## config.mk

```make
export PLATFORM = sky130hd
export DESIGN_NAME = varint_stream_decoder
export DESIGN_NICKNAME = d
export VERILOG_FILES = /design/src/rtl/vsd_pkg.sv /design/src/rtl/vsd_step.sv /design/src/rtl/vsd_out_reg.sv /design/src/rtl/varint_stream_decoder.sv
export SDC_FILE = /design/constraint.sdc
export NUM_CORES = 1
export LEC_CHECK = 0
export BUFFER_PORTS_ARGS = -buffer_cell sky130_fd_sc_hd__buf_2
export CORE_UTILIZATION = 52
export DETAILED_ROUTE_END_ITERATION = 16
export PLACE_DENSITY = 0.78
export SKIP_CTS_REPAIR_TIMING = 1
export SYNTH_ARGS = -nofsm -noshare
export SYNTH_HDL_FRONTEND = slang
export SYNTH_SLANG_ARGS = --single-unit
```

## constraint.sdc

```tcl
create_clock -name aclk -period 2.6 [get_ports aclk]
set_input_delay 0.52 -clock aclk [delete_from_list [all_inputs] [get_ports aclk]]
set_output_delay 0.52 -clock aclk [all_outputs]
set_load 0.05 [all_outputs]
```

## src/rtl/vsd_pkg.sv

```systemverilog
// ----------------------------------------------------------------------------
// vsd_pkg
// Types and constants shared by the varint stream decoder modules.
// ----------------------------------------------------------------------------
package vsd_pkg;

    localparam int VALUE_W  = 64;
    localparam int POS_W    = 4;
    localparam int STATUS_W = 2;
    localparam int CFG_IDX_W = 1;
    localparam int CFG_DATA_W = 1;

    // register indexes on the configuration port
    localparam logic [CFG_IDX_W-1:0] CFG_WIDE_MODE      = 1'd0;
    localparam logic [CFG_IDX_W-1:0] CFG_CANONICAL_ONLY = 1'd1;

    // result status codes
    localparam logic [STATUS_W-1:0] ST_OK        = 2'd0;
    localparam logic [STATUS_W-1:0] ST_OVERFLOW  = 2'd1;
    localparam logic [STATUS_W-1:0] ST_NONCANON  = 2'd2;
    localparam logic [STATUS_W-1:0] ST_TRUNCATED = 2'd3;

    // last allowed byte position and its exclusive upper bound
    localparam logic [POS_W-1:0] LAST_POS_NARROW = 4'd4;
    localparam logic [POS_W-1:0] LAST_POS_WIDE   = 4'd9;
    localparam logic [7:0]       LIMIT_NARROW    = 8'd16;
    localparam logic [7:0]       LIMIT_WIDE      = 8'd2;

    localparam logic [7:0] CONT_BIT = 8'h80;

    typedef struct packed {
        logic [7:0] data_byte;
        logic       input_end;
    } vsd_in_t;

    typedef struct packed {
        logic [VALUE_W-1:0]  decoded_value;
        logic [POS_W-1:0]    encoded_length;
        logic [STATUS_W-1:0] status;
    } vsd_out_t;

    typedef struct packed {
        logic wide_mode;
        logic canonical_only;
    } vsd_cfg_t;

    // step result: one optional output beat plus the next accumulator state
    typedef struct packed {
        logic               emit;
        vsd_out_t           result;
        logic [VALUE_W-1:0] next_partial;
        logic [POS_W-1:0]   next_pos;
    } vsd_step_t;

endpackage

```

## src/rtl/vsd_step.sv

```systemverilog
// ----------------------------------------------------------------------------
// vsd_step
// Decode logic for one byte: merges the byte into the running value and
// decides whether the varint ends here and with which status.
// ----------------------------------------------------------------------------
module vsd_step
    import vsd_pkg::*;
(
    input  vsd_cfg_t           cfg,
    input  vsd_in_t            in_beat,
    input  logic [VALUE_W-1:0] partial,
    input  logic [POS_W-1:0]   pos,
    output vsd_step_t          step
);

    logic [POS_W-1:0]   last_pos;
    logic [7:0]         limit;
    logic [6:0]         shamt;
    logic [VALUE_W-1:0] value;
    logic [POS_W-1:0]   len;
    logic [7:0]         b;

    assign b        = in_beat.data_byte;
    assign last_pos = cfg.wide_mode ? LAST_POS_WIDE : LAST_POS_NARROW;
    assign limit    = cfg.wide_mode ? LIMIT_WIDE : LIMIT_NARROW;
    assign shamt    = 7'({3'd0, pos} * 7'd7);
    assign value    = partial | ({{(VALUE_W-7){1'b0}}, b[6:0]} << shamt);
    assign len      = pos + 4'd1;

    always_comb begin
        step.emit                  = 1'b1;
        step.result.decoded_value  = '0;
        step.result.encoded_length = len;
        step.result.status         = ST_OK;
        step.next_partial          = '0;
        step.next_pos              = '0;

        if (pos > last_pos) begin
            // mode was narrowed mid-varint
            step.result.status = ST_OVERFLOW;
        end else if (pos == last_pos && b >= limit) begin
            step.result.status = ST_OVERFLOW;
        end else if (pos != last_pos && b >= CONT_BIT) begin
            if (in_beat.input_end) begin
                step.result.status = ST_TRUNCATED;
            end else begin
                step.emit         = 1'b0;
                step.next_partial = value;
                step.next_pos     = len;
            end
        end else if (cfg.canonical_only && pos != '0 && b == 8'd0) begin
            step.result.status = ST_NONCANON;
        end else begin
            step.result.decoded_value = value;
        end
    end

endmodule

```

## src/rtl/vsd_out_reg.sv

```systemverilog
// ----------------------------------------------------------------------------
// vsd_out_reg
// Result register: holds one output beat and frees itself in the cycle the
// beat is taken, so a new result can load at the same edge.
// ----------------------------------------------------------------------------
module vsd_out_reg
    import vsd_pkg::*;
(
    input  logic     aclk,
    input  logic     aresetn,
    input  logic     load,
    input  vsd_out_t load_data,
    output logic     can_load,
    output logic     m_valid,
    input  logic     m_ready,
    output vsd_out_t m_data
);

    logic     valid_reg;
    logic     valid_next;
    vsd_out_t data_reg;

    assign can_load   = !valid_reg || m_ready;
    assign valid_next = load || (valid_reg && !m_ready);

    always_ff @(posedge aclk) begin
        if (!aresetn) begin
            valid_reg <= 1'b0;
        end else begin
            valid_reg <= valid_next;
        end
    end

    always_ff @(posedge aclk) begin
        if (load) begin
            data_reg <= load_data;
        end
    end

    assign m_valid = valid_reg;
    assign m_data  = data_reg;

endmodule

```

## src/rtl/varint_stream_decoder.sv

```systemverilog
// ----------------------------------------------------------------------------
// varint_stream_decoder
// Streaming LEB128 varint decoder, one encoded byte per input beat.
// ----------------------------------------------------------------------------
// Takes one byte per cycle while s_ready is high. It emits one result beat
// (value, length, status) on the byte that ends each varint or fails it. Each
// byte is merged into a 64-bit running value by a single shift-and-or stage. A
// result enters the output register at the same edge that takes its byte. The
// output register frees itself in the cycle its beat is taken. While a finished
// result waits with m_ready low, s_ready is low as well, even for bytes that
// would not end a varint. Without backpressure a byte is taken every cycle.
// A varint in progress survives register writes; later bytes use new settings.
module varint_stream_decoder
    import vsd_pkg::*;
(
    input  logic                  aclk,
    input  logic                  aresetn,
    input  logic                  cfg_wr_en,
    input  logic [CFG_IDX_W-1:0]  cfg_addr,
    input  logic [CFG_DATA_W-1:0] cfg_wdata,
    input  logic                  s_valid,
    output logic                  s_ready,
    input  vsd_in_t               s_data,
    output logic                  m_valid,
    input  logic                  m_ready,
    output vsd_out_t              m_data
);

    vsd_cfg_t           cfg_reg;
    vsd_cfg_t           cfg_next;
    logic [VALUE_W-1:0] partial_reg;
    logic [POS_W-1:0]   pos_reg;
    vsd_step_t          step;
    logic               accept;
    logic               can_load;

    always_comb begin
        cfg_next = cfg_reg;
        if (cfg_wr_en) begin
            case (cfg_addr)
                CFG_WIDE_MODE:      cfg_next.wide_mode      = cfg_wdata[0];
                CFG_CANONICAL_ONLY: cfg_next.canonical_only = cfg_wdata[0];
                default:            cfg_next = cfg_reg;
            endcase
        end
    end

    always_ff @(posedge aclk) begin
        if (!aresetn) begin
            cfg_reg.wide_mode      <= 1'b1;
            cfg_reg.canonical_only <= 1'b0;
        end else begin
            cfg_reg <= cfg_next;
        end
    end

    vsd_step u_step (
        .cfg     (cfg_reg),
        .in_beat (s_data),
        .partial (partial_reg),
        .pos     (pos_reg),
        .step    (step)
    );

    assign s_ready = can_load;
    assign accept  = s_valid && s_ready;

    always_ff @(posedge aclk) begin
        if (!aresetn) begin
            partial_reg <= '0;
            pos_reg     <= '0;
        end else if (accept) begin
            partial_reg <= step.next_partial;
            pos_reg     <= step.next_pos;
        end
    end

    vsd_out_reg u_out_reg (
        .aclk      (aclk),
        .aresetn   (aresetn),
        .load      (accept && step.emit),
        .load_data (step.result),
        .can_load  (can_load),
        .m_valid   (m_valid),
        .m_ready   (m_ready),
        .m_data    (m_data)
    );

endmodule

```

* Word-level counts from Yosys, hierarchy flattened *
Index checks and enable logic that the tools add are counted.

word-level totals
  bits in registers = 141
  output and inout bits = 72

operators by class
  add/subtract/negate cells = 1
  $mul = 1
  $lt $le $gt $ge = 3
  equality and inequality tests = 2
  shifts and indexed selects = 1
  muxes and demuxes = 15
  bitwise logic cells = 2
  reductions and logical operators = 17

operators with widths
  operator                                                   number
  two-way mux 68 bit                                         4
  two-way mux 65 bit                                         2
  two-way mux 64 bit                                         2
  bitwise OR 64 bit                                          1
  << shifter 7 x 7 -> 64 bit                                 1
  greater-or-equal comparator 8 bit                          1
  greater-or-equal comparator 8 bit (second input constant)  1
  zero test 8 bit                                            1
  logical AND 1 bit                                          7
  multiplier 4 x 3 -> 7 bit (second input constant)          1
  two-way mux 2 bit                                          3
  two-way mux 5 bit                                          1
  adder 4 x 1 -> 4 bit (second input constant)               1
  == test 4 bit                                              1
  > comparator 4 bit                                         1
  two-way mux 4 bit                                          1
  != test 4 bit                                              1
  AND reduction 2 bit                                        2
  nonzero test 4 bit                                         1
  OR reduction 4 bit                                         1
  zero test 1 bit                                            2
  logical OR 1 bit                                           2
  two-way mux 1 bit                                          2
  OR reduction 2 bit                                         1
  NOT 1 bit                                                  1

* Depth between registers and ports, before layout *
Gate-level depths: netlist of run 1.

  depth after elaboration = 9
  depth in mapped cells = 9
  gate-level depth less buffers = 6

* Modules after synthesis *
Synthesis of run 1 repeated with hierarchy kept, for this count alone.

unflattened totals
  cells, all modules = 688
  area total of the unflattened synthesis = 6800.3 um^2

by module, submodules not included
  module                 times used  cells an instance  area an instance (um^2)  seq. area each (um^2)
  varint_stream_decoder  1           322                2763.9                   1401.3
  vsd_out_reg            1           74                 2150.8                   2122.0
  vsd_step               1           292                1885.6                   0.0

* Worst setup path before layout of run 1 *
No wires, ideal clock.

  kind = register to register
  from = register pos_reg[0]
  to = register u_out_reg.data_reg (netlist bit u_out_reg.m_data[0]) (enable)
  setup time = 308 ps
  data arrival time = 2159 ps
  setup slack = 133 ps
  cell stages (with the launch flop) = 9
  buffers on the path = 3
  clock period less this slack = 2467 ps
  path through = dfxtp_1 > buf_4 > inv_1 > ha_1 > and4b_1 > a2111o_1 > o21ba_1 > buf_6 > buf_6

on the way
  word-level cells in the longest chain between the ends = 6
  elaborated cells between the ends (all ways) = 9

ends and longest elaborated chain
  element                 line                         source
  start, declared         varint_stream_decoder.sv:32  logic [POS_W-1:0] pos_reg;
  start signal, assigned  varint_stream_decoder.sv:74  pos_reg <= step.next_pos;
  != test 4 bit           vsd_step.sv:43               end else if (pos != last_pos && b >= CONT_BIT) begin
  logical AND 1 bit       vsd_step.sv:43
  two-way mux 1 bit       vsd_step.sv:43
  two-way mux 65 bit      vsd_step.sv:41               end else if (pos == last_pos && b >= limit) begin
  two-way mux 65 bit (*)  vsd_step.sv:38               if (pos > last_pos) begin
  logical AND 1 bit (*)   varint_stream_decoder.sv:81  .load (accept && step.emit),
  net u_out_reg.load      vsd_out_reg.sv:11            input logic load,
  end signal, assigned    vsd_out_reg.sv:36            data_reg <= load_data;
  end, declared           vsd_out_reg.sv:21            vsd_out_t data_reg;

Mark *: on every way through the listed nets, which the timed path passes. The rest lies on a longest branch.
A chain may end at the register's enable or synchronous reset.

* Worst setup path in the final report of run 1 *
  from = register cfg_reg[1] in the netlist's numbering
  to = register partial_reg[1]

on the way
  word-level cells in the longest chain between the ends = 6
  elaborated cells between the ends (all ways) = 11

ends and longest elaborated chain
  element                                                                    line                         source
  start, declared                                                            varint_stream_decoder.sv:29  vsd_cfg_t cfg_reg;
  start signal, assigned                                                     varint_stream_decoder.sv:53  cfg_reg <= cfg_next;
  branches (longest 5 deep; another with greater-or-equal comparator 8 bit)  -
  two-way mux 68 bit (*)                                                     vsd_step.sv:38
  end signal, assigned                                                       varint_stream_decoder.sv:73  partial_reg <= step.next_partial;
  end, declared                                                              varint_stream_decoder.sv:31  logic [VALUE_W-1:0] partial_reg;

Every way passes the cells marked *.

==> results of run 1 <==
[metal layers]
layer,track usage [%],vias to the layer above
met5,0,-
met4,10.6,0
met3,6.21,34
met2,41.1,234
met1,31.4,2386
li1,-,2234
[cell usage in the layout, fill, tap and decap left out, types with 3 or more instances in the layout]
master	count
clkbuf_16	17
ha_1	7
and3_1	16
inv_1	8
dfxtp_1	71
nor3_1	65
nor3b_2	60
clkinv_2	4
buf_2	87
buf_4	18
nand2b_1	5
nor3b_1	3
bufinv_16	4
a21boi_0	3
buf_12	4
nor4b_4	4
a31oi_1	62
nand3_1	5
nand2_1	10
a21oi_1	66
edfxtp_1	70
o41ai_1	3
[final timing paths]
path               from             end  slack [ps]  cells after the start
max          cfg_reg[1]  partial_reg[1]         130                      7
min           cfg_wdata      cfg_reg[1]         370                      3
max reg2reg  cfg_reg[1]  partial_reg[1]         130                      7
min reg2reg  cfg_reg[0]      cfg_reg[0]         470                      2
[through the flow]
step / cell area, um^2 / setup WS (ps) / hold slack, ps / utilization, % / instances
4_1_cts: 7570 / 75.4 / 358 / 63.0 / 780
3_3_place_gp: 6940 / 193 / 456 / 57.8 / 748
2_1_floorplan: 6410 / 133 / 442 / - / 559
6_report: 7580 / 130 / 366 / 63.1 / 780
5_1_grt: 7580 / 12.1 / 378 / 63.1 / 780
3_5_place_dp: 6940 / 158 / 471 / 57.8 / 748
[kinds of logic after synthesis]
logic type / Yosys count / share of synthesized area [%]
compound gates: 147 / 13.6
xor+xnor: 2 / 0.273
fa+ha+maj: 7 / 1.37
buf+inv: 76 / 5.74
flops: 141 / 55.0
simple gates: 186 / 24.1
[layout make-up]
type                    instances  area [um^2]  share of cell area, %
clock buffers                  21          460                   6.08
flip-flops and latches        141         3520                   46.5
multi-input cells             342         2550                   33.7
repair buffers                110          662                   8.74
clock inverters                11          165                   2.18
well taps                     147          184                   2.43
inverters                       8         30.0                  0.396
[worst min-delay path: cells and delay by family]
family	cells	cell delay (ps)
simple gates	1	60
compound gates	1	80
buf+inv	1	90
[power groups by stage]
stage	clock (W)	combinational [W]	sequential [W]
after global placement	0	0.000549	0.00246
after global routing	0.00268	0.000588	0.00242
final	0.00257	0.000564	0.00241
after floorplan	0	0.000210	0.00267
after detailed placement	0	0.000557	0.00246
after CTS	0.00257	0.000559	0.00242
[cells in the mapped netlist (3+ instances only)]
cell type	instances
dfxtp_1	71
edfxtp_1	70
a21oi_1	67
nor3_1	65
a31oi_1	62
nor3b_2	59
clkbuf_1	38
and3_1	16
buf_2	15
nand2_1	10
inv_1	8
buf_6	7
ha_1	7
buf_1	5
nand2b_1	5
nand3_1	5
nor3b_1	4
nor4b_4	4
a21boi_0	3
buf_4	3
o41ai_1	3
==> metrics.md, run 1 <==
| Metric | Value |
|---|---|
| Comb power frac | about a tenth |
| Met2 Wirelength | between 7 and 8 mm |
| Routed wire length on met3 | ~1.0 mm |
| Total Die Area | about 0.013 mm^2 |
| Pwr per Cell Area | about 730 mW/mm^2 |
| Average instance area after synthesis | about 11 um^2 |
| Largest net degree at the start of global routing | 87 |
| Met1 routed wirelength after detailed routing | approximately 6.2 mm |
| Number of pins exceeding their max-slew limit in the final report | 0 |
| Global-route wire length before repair | 24.5 mm |
| Hold Vio Cnt, Final | 0 |
| Worst IR drop on VDD | approximately 400 uV |
| Inserted Diodes | 0 |
| Final HPWL from detailed placement | 9.23 mm |
| Min Clock Period, post-route | around 2500 ps |
| Max reg flops | 70 |
| Clock-pin transition on the worst setup and hold timing paths | 60 ps |
| CTS H-tree lvls | 4 |
| Top layer used by detailed routing | met4 |
| Number of global-route vias before repair | 4,680 |
| Yosys reg bits | between 100 and 150 |
| Die extent in x | ~110 um |
| Bufs on Longest Clock Path | 2 |
| Part of the total power dissipated in sequential elements | approximately 44% |
| Final worst path period share | ~95% |
| Peak clock frequency supported by timing | slightly above 0.4 GHz |
| Category of the worst setup path capture point | flip-flop |
| Static Leak | 2.71 nW |
| Proportion of register bits with asynchronous set or reset after synthesis | 0% |
| Number of buffers inserted during clock tree synthesis | 17 |
| Antenna violations before repair | 0 |
| Post-DR vias/cell | about 6.3 |
| Starting density of the core | between 50% and 60% |
| CP max stage cell | a2111o_1 |
| Clock tree from TritonCTS | built |
| WL per Instance | 19.6 um |
| Number of buffer and inverter stages on the critical path | 2 |
| Yosys Warn Count | 0 |
| Arrival time worst endpoint | 2810 ps |
| Worst-case clock skew | slightly above 5 ps |
| Top cell type by total area after synthesis | edfxtp_1 |
| Kind of critical path | flip-flop to flip-flop |
| Nets | 643 |
| Count of buffers from port buffering | between 80 and 90 |
| Cell-internal power | roughly 0.0042 W |
| Share of the yosys chip area belonging to registers | between 50% and 60% |
| Worst path required time | between 2000 and 3000 ps |
| Fraction of power consumed by the clock network | 46.3% |
| Net switching power | between 0.001 and 0.0015 W |
| Area inside the core boundary | 0.0120 mm^2 |
| Normalized max-slew margin | about three fifths |
| Aggregate global-route resource usage | about a quarter |
| # Max-Cap Violations | 0 |
| Synthesized net count | 582 |
| Pre-Repair DR Iteration Count | 5 |
| Kind of cell with the highest combined delay on the critical path | compound AO/OA/AOI/OAI gates |
| Remaining antenna violation count after routing | 0 |
| Via count | about 5,000 |
| Worst-path fanout max | 86 |
| Class of the tightest hold or removal check | input pin to flip-flop |
| Global-route congestion overflow total | 0 |
| Clock network latency to the later pin of the worst-skew pair | approximately 420 ps |
| Share of final-layout standard cells stronger than drive strength 1 | between 30% and 40% |
| WL final | around 15 mm |
| Outcome | completed |
| Floorplan row count | 40 |
| Setup TNS | 0 ps |
| Summed instance area of the synthesized netlist | between 0.006 and 0.007 mm^2 |
| Clock root buffer | clkbuf_16 |
| Chip height | roughly 110 um |
| Count of distinct cell types in the synthesized netlist | 43 |
| Top_reg_cell synth | dfxtp_1 |
| Boundary pin count | 88 |
| Remaining DRCs | 0 |
| Overall power consumption | roughly 0.0055 W |
| Cell breakdown of the critical path | inv_1 > ha_1 > and2_1 > a2111o_1 > o21ba_4 > buf_12 > nor3b_1 |
| Fraction of power spent switching nets | between 20% and 30% |
| Number of synthesized flops with an enable pin | 70 |
| DR iter-0 viols | around 400 |
| Fraction of post-synthesis cell area in the top cell type by area | between 30% and 40% |
| Number of instances in the synthesized netlist | ~560 |
| Synthesis-to-layout area growth | 18.2% |
| Pin slew with the least headroom to its limit | approximately 630 ps |
| Fillers | 897 |
| Unrepaired setup endpoints after global routing | no |
| Clock sinks | roughly 140 |
| Worst setup SP type | flip-flop |
| Delay of the slowest cell on the worst path | 540 ps |
| Weighted congestion at the end of routability-driven global placement | around 0.84 |
| Leading cell types by total area after synthesis | edfxtp_1 33%, dfxtp_1 22%, nor3b_2 12% |
| Number of setup violations in the final report | 0 |
Power figures use the tool's default switching activity.
==> run 2, diff against run 1 <==
--- a/config.mk
+++ b/config.mk
@@ -6,8 +6,10 @@
 export NUM_CORES = 1
 export LEC_CHECK = 0
 export BUFFER_PORTS_ARGS = -buffer_cell sky130_fd_sc_hd__buf_2
+export CORE_ASPECT_RATIO = 1.1
 export CORE_UTILIZATION = 52
 export DETAILED_ROUTE_END_ITERATION = 16
+export GPL_TIMING_DRIVEN = 0
 export PLACE_DENSITY = 0.78
 export SKIP_CTS_REPAIR_TIMING = 1
 export SYNTH_ARGS = -nofsm -noshare
==> metrics.md, run 2 (synthesis results as in run 1) <==
| Metric | Value |
|---|---|
| Static Leak | about 2.7 nW |
| Area inside the core boundary | about 0.012 mm^2 |
| Met1 routed wirelength after detailed routing | ~6.5 mm |
| Fin area | 0.00765 mm^2 |
| Overall power consumption | a little over 0.005 W |
| Cell breakdown of the critical path | buf_6 > inv_1 > ha_1 > and4b_1 > a211oi_2 > a21oi_4 > buf_2 > nor3_1 |
| Delay of the slowest cell on the worst path | a little under 400 ps |
| Hold Vio Cnt, Final | 0 |
| Count of buffers from port buffering | 86 |
| Chip height | 118 um |
| Clock tree from TritonCTS | built |
| Clock-pin transition on the worst setup and hold timing paths | roughly 60 ps |
| Final worst path period share | between 90% and 100% |
| Worst-case clock skew | around 6.3 ps |
| Inserted Diodes | 0 |
| Number of buffer and inverter stages on the critical path | 3 |
| Post-detailed-placement cell area | 0.00703 mm^2 |
| Leading cell type in the layout, fill and taps excluded | buf_2 |
| Nets | around 690 |
| Max reg flops | 70 |
| WL per Instance | between 20 and 25 um |
| Worst-path fanout max | 10 |
| Post-DR vias/cell | 6.14 |
| Category of the worst setup path capture point | flip-flop |
| Largest net degree at the start of global routing | 80 |
| Outcome | completed |
| Clock sinks | between 100 and 150 |
| Number of setup violations in the final report | 0 |
| Class of the tightest hold or removal check | input pin to flip-flop |
| Met2 Wirelength | 8.20 mm |
| Antenna violations before repair | 0 |
| Kind of cell with the highest combined delay on the critical path | simple AND/OR/NAND/NOR gates |
| Weighted congestion at the end of routability-driven global placement | roughly 0.87 |
| Min Clock Period, post-route | roughly 2600 ps |
| Worst IR drop on VDD | 333 uV |
| Clock root buffer | clkbuf_16 |
| Arrival time worst endpoint | 2800 ps |
| CTS H-tree lvls | 4 |
| CP max stage cell | dfxtp_2 |
| Starting density of the core | a little over half |
| Min setup slack post-route | 0.592 ps |
| Remaining antenna violation count after routing | 0 |
| DR iter-0 viols | between 500 and 600 |
| Normalized max-slew margin | a little under half |
| Final HPWL from detailed placement | between 10 and 15 mm |
| Total Die Area | around 0.013 mm^2 |
| Worst path required time | between 2000 and 3000 ps |
| Dpl ws | -974 ps |
| Boundary pin count | just under 90 |
| # Max-Cap Violations | 0 |
| Global-route wire length before repair | 25.3 mm |
| Leading cell types in the layout, fill and taps excluded | 100 x buf_2, 70 x edfxtp_1, 69 x dfxtp_1, 66 x a21oi_1, 64 x nor3_1 |
| Die extent in x | between 100 and 150 um |
| Kind of critical path | flip-flop to flip-flop |
| Synthesis-to-layout area growth | 19.4% |
| Remaining DRCs | 0 |
| Aggregate global-route resource usage | 26.7% |
| Bufs on Longest Clock Path | 2 |
| Worst setup SP type | flip-flop |
| Routed wire length on met3 | approximately 1.3 mm |
| Number of global-route vias before repair | a little under 5,000 |
| Pwr per Cell Area | ~680 mW/mm^2 |
| Number of buffers inserted during clock tree synthesis | 17 |
| Via count | 5,112 |
| Number of pins exceeding their max-slew limit in the final report | 0 |
| Clock network latency to the later pin of the worst-skew pair | ~430 ps |
| Share of final-layout standard cells stronger than drive strength 1 | 32.4% |
| Floorplan row count | 42 |
| Pre-Repair DR Iteration Count | 5 |
| Global-route congestion overflow total | 0 |
| Pin slew with the least headroom to its limit | ~790 ps |
| WL final | between 15 and 20 mm |
| Peak clock frequency supported by timing | 0.385 GHz |
| Top layer used by detailed routing | met4 |
run 2: cell types whose count changed in the layout (fill, tap and decap cells not counted), moves of 5 or more:
cell,change
clkbuf_1,+32
buf_4,-15
buf_2,+13
buf_6,+6
buf_1,+5
clkbuf_2,+5
run 2: layout make-up:
class | count | area (um^2)
fillers | 916 | 4380
flip-flops and latches | 141 | 3530
multi-input cells | 342 | 2550
repair buffers | 88 | 463
clock buffers | 19 | 433
plain buffers | 67 | 363
well taps | 154 | 193
clock inverters | 13 | 93.8
inverters | 8 | 30.0
run 2: metal layers:
| metal | GRT usage [%] | up-vias |
|---|---|---|
| met2 | 43.3 | 279 |
| li1 | - | 2330 |
| met5 | 0 | - |
| met1 | 32.7 | 2439 |
| met3 | 5.68 | 64 |
| met4 | 15.2 | 0 |
run 2: power by group:
group	total, W	internal (W)	leakage (nW)	switching (W)
Clock	0.00216	0.00122	0.250	0.000941
Sequential	0.00242	0.00240	1.26	0.0000176
Combinational	0.000598	0.000140	1.23	0.000458
run 2: per-stage QoR:
stage	hold slack [ps]	setup TNS (ps)	utilization (%)	cells
floorplan	442	0	-	559
global placement	455	-62330	58.4	799
detailed placement	484	-84150	58.4	799
CTS	340	-59270	62.8	831
global route	387	-8.27	63.6	832
finish	342	0	63.6	832
run 2: path summary, 6_finish.rpt:
kind | startpoint | cells after the start | slack [ps] | end
worst min register to register | cfg_reg[0] | 2 | 500 | cfg_reg[0]
worst min-delay path | cfg_wdata | 3 | 340 | cfg_reg[1]
worst max register to register | pos_reg[0] | 8 | 0.6 | u_out_reg.m_data[25]
worst max-delay path | pos_reg[0] | 8 | 0.6 | u_out_reg.m_data[25]
run 2: worst register-to-register path, delay by kind of cell, from the launching register on:
family / cells / cell delay, ps
AND/OR/NAND/NOR: 2 / 590
buffers and inverters: 3 / 580
AO/OA/AOI/OAI: 2 / 510
flip-flops: 1 / 390
adder cells (fa/ha/maj): 1 / 310
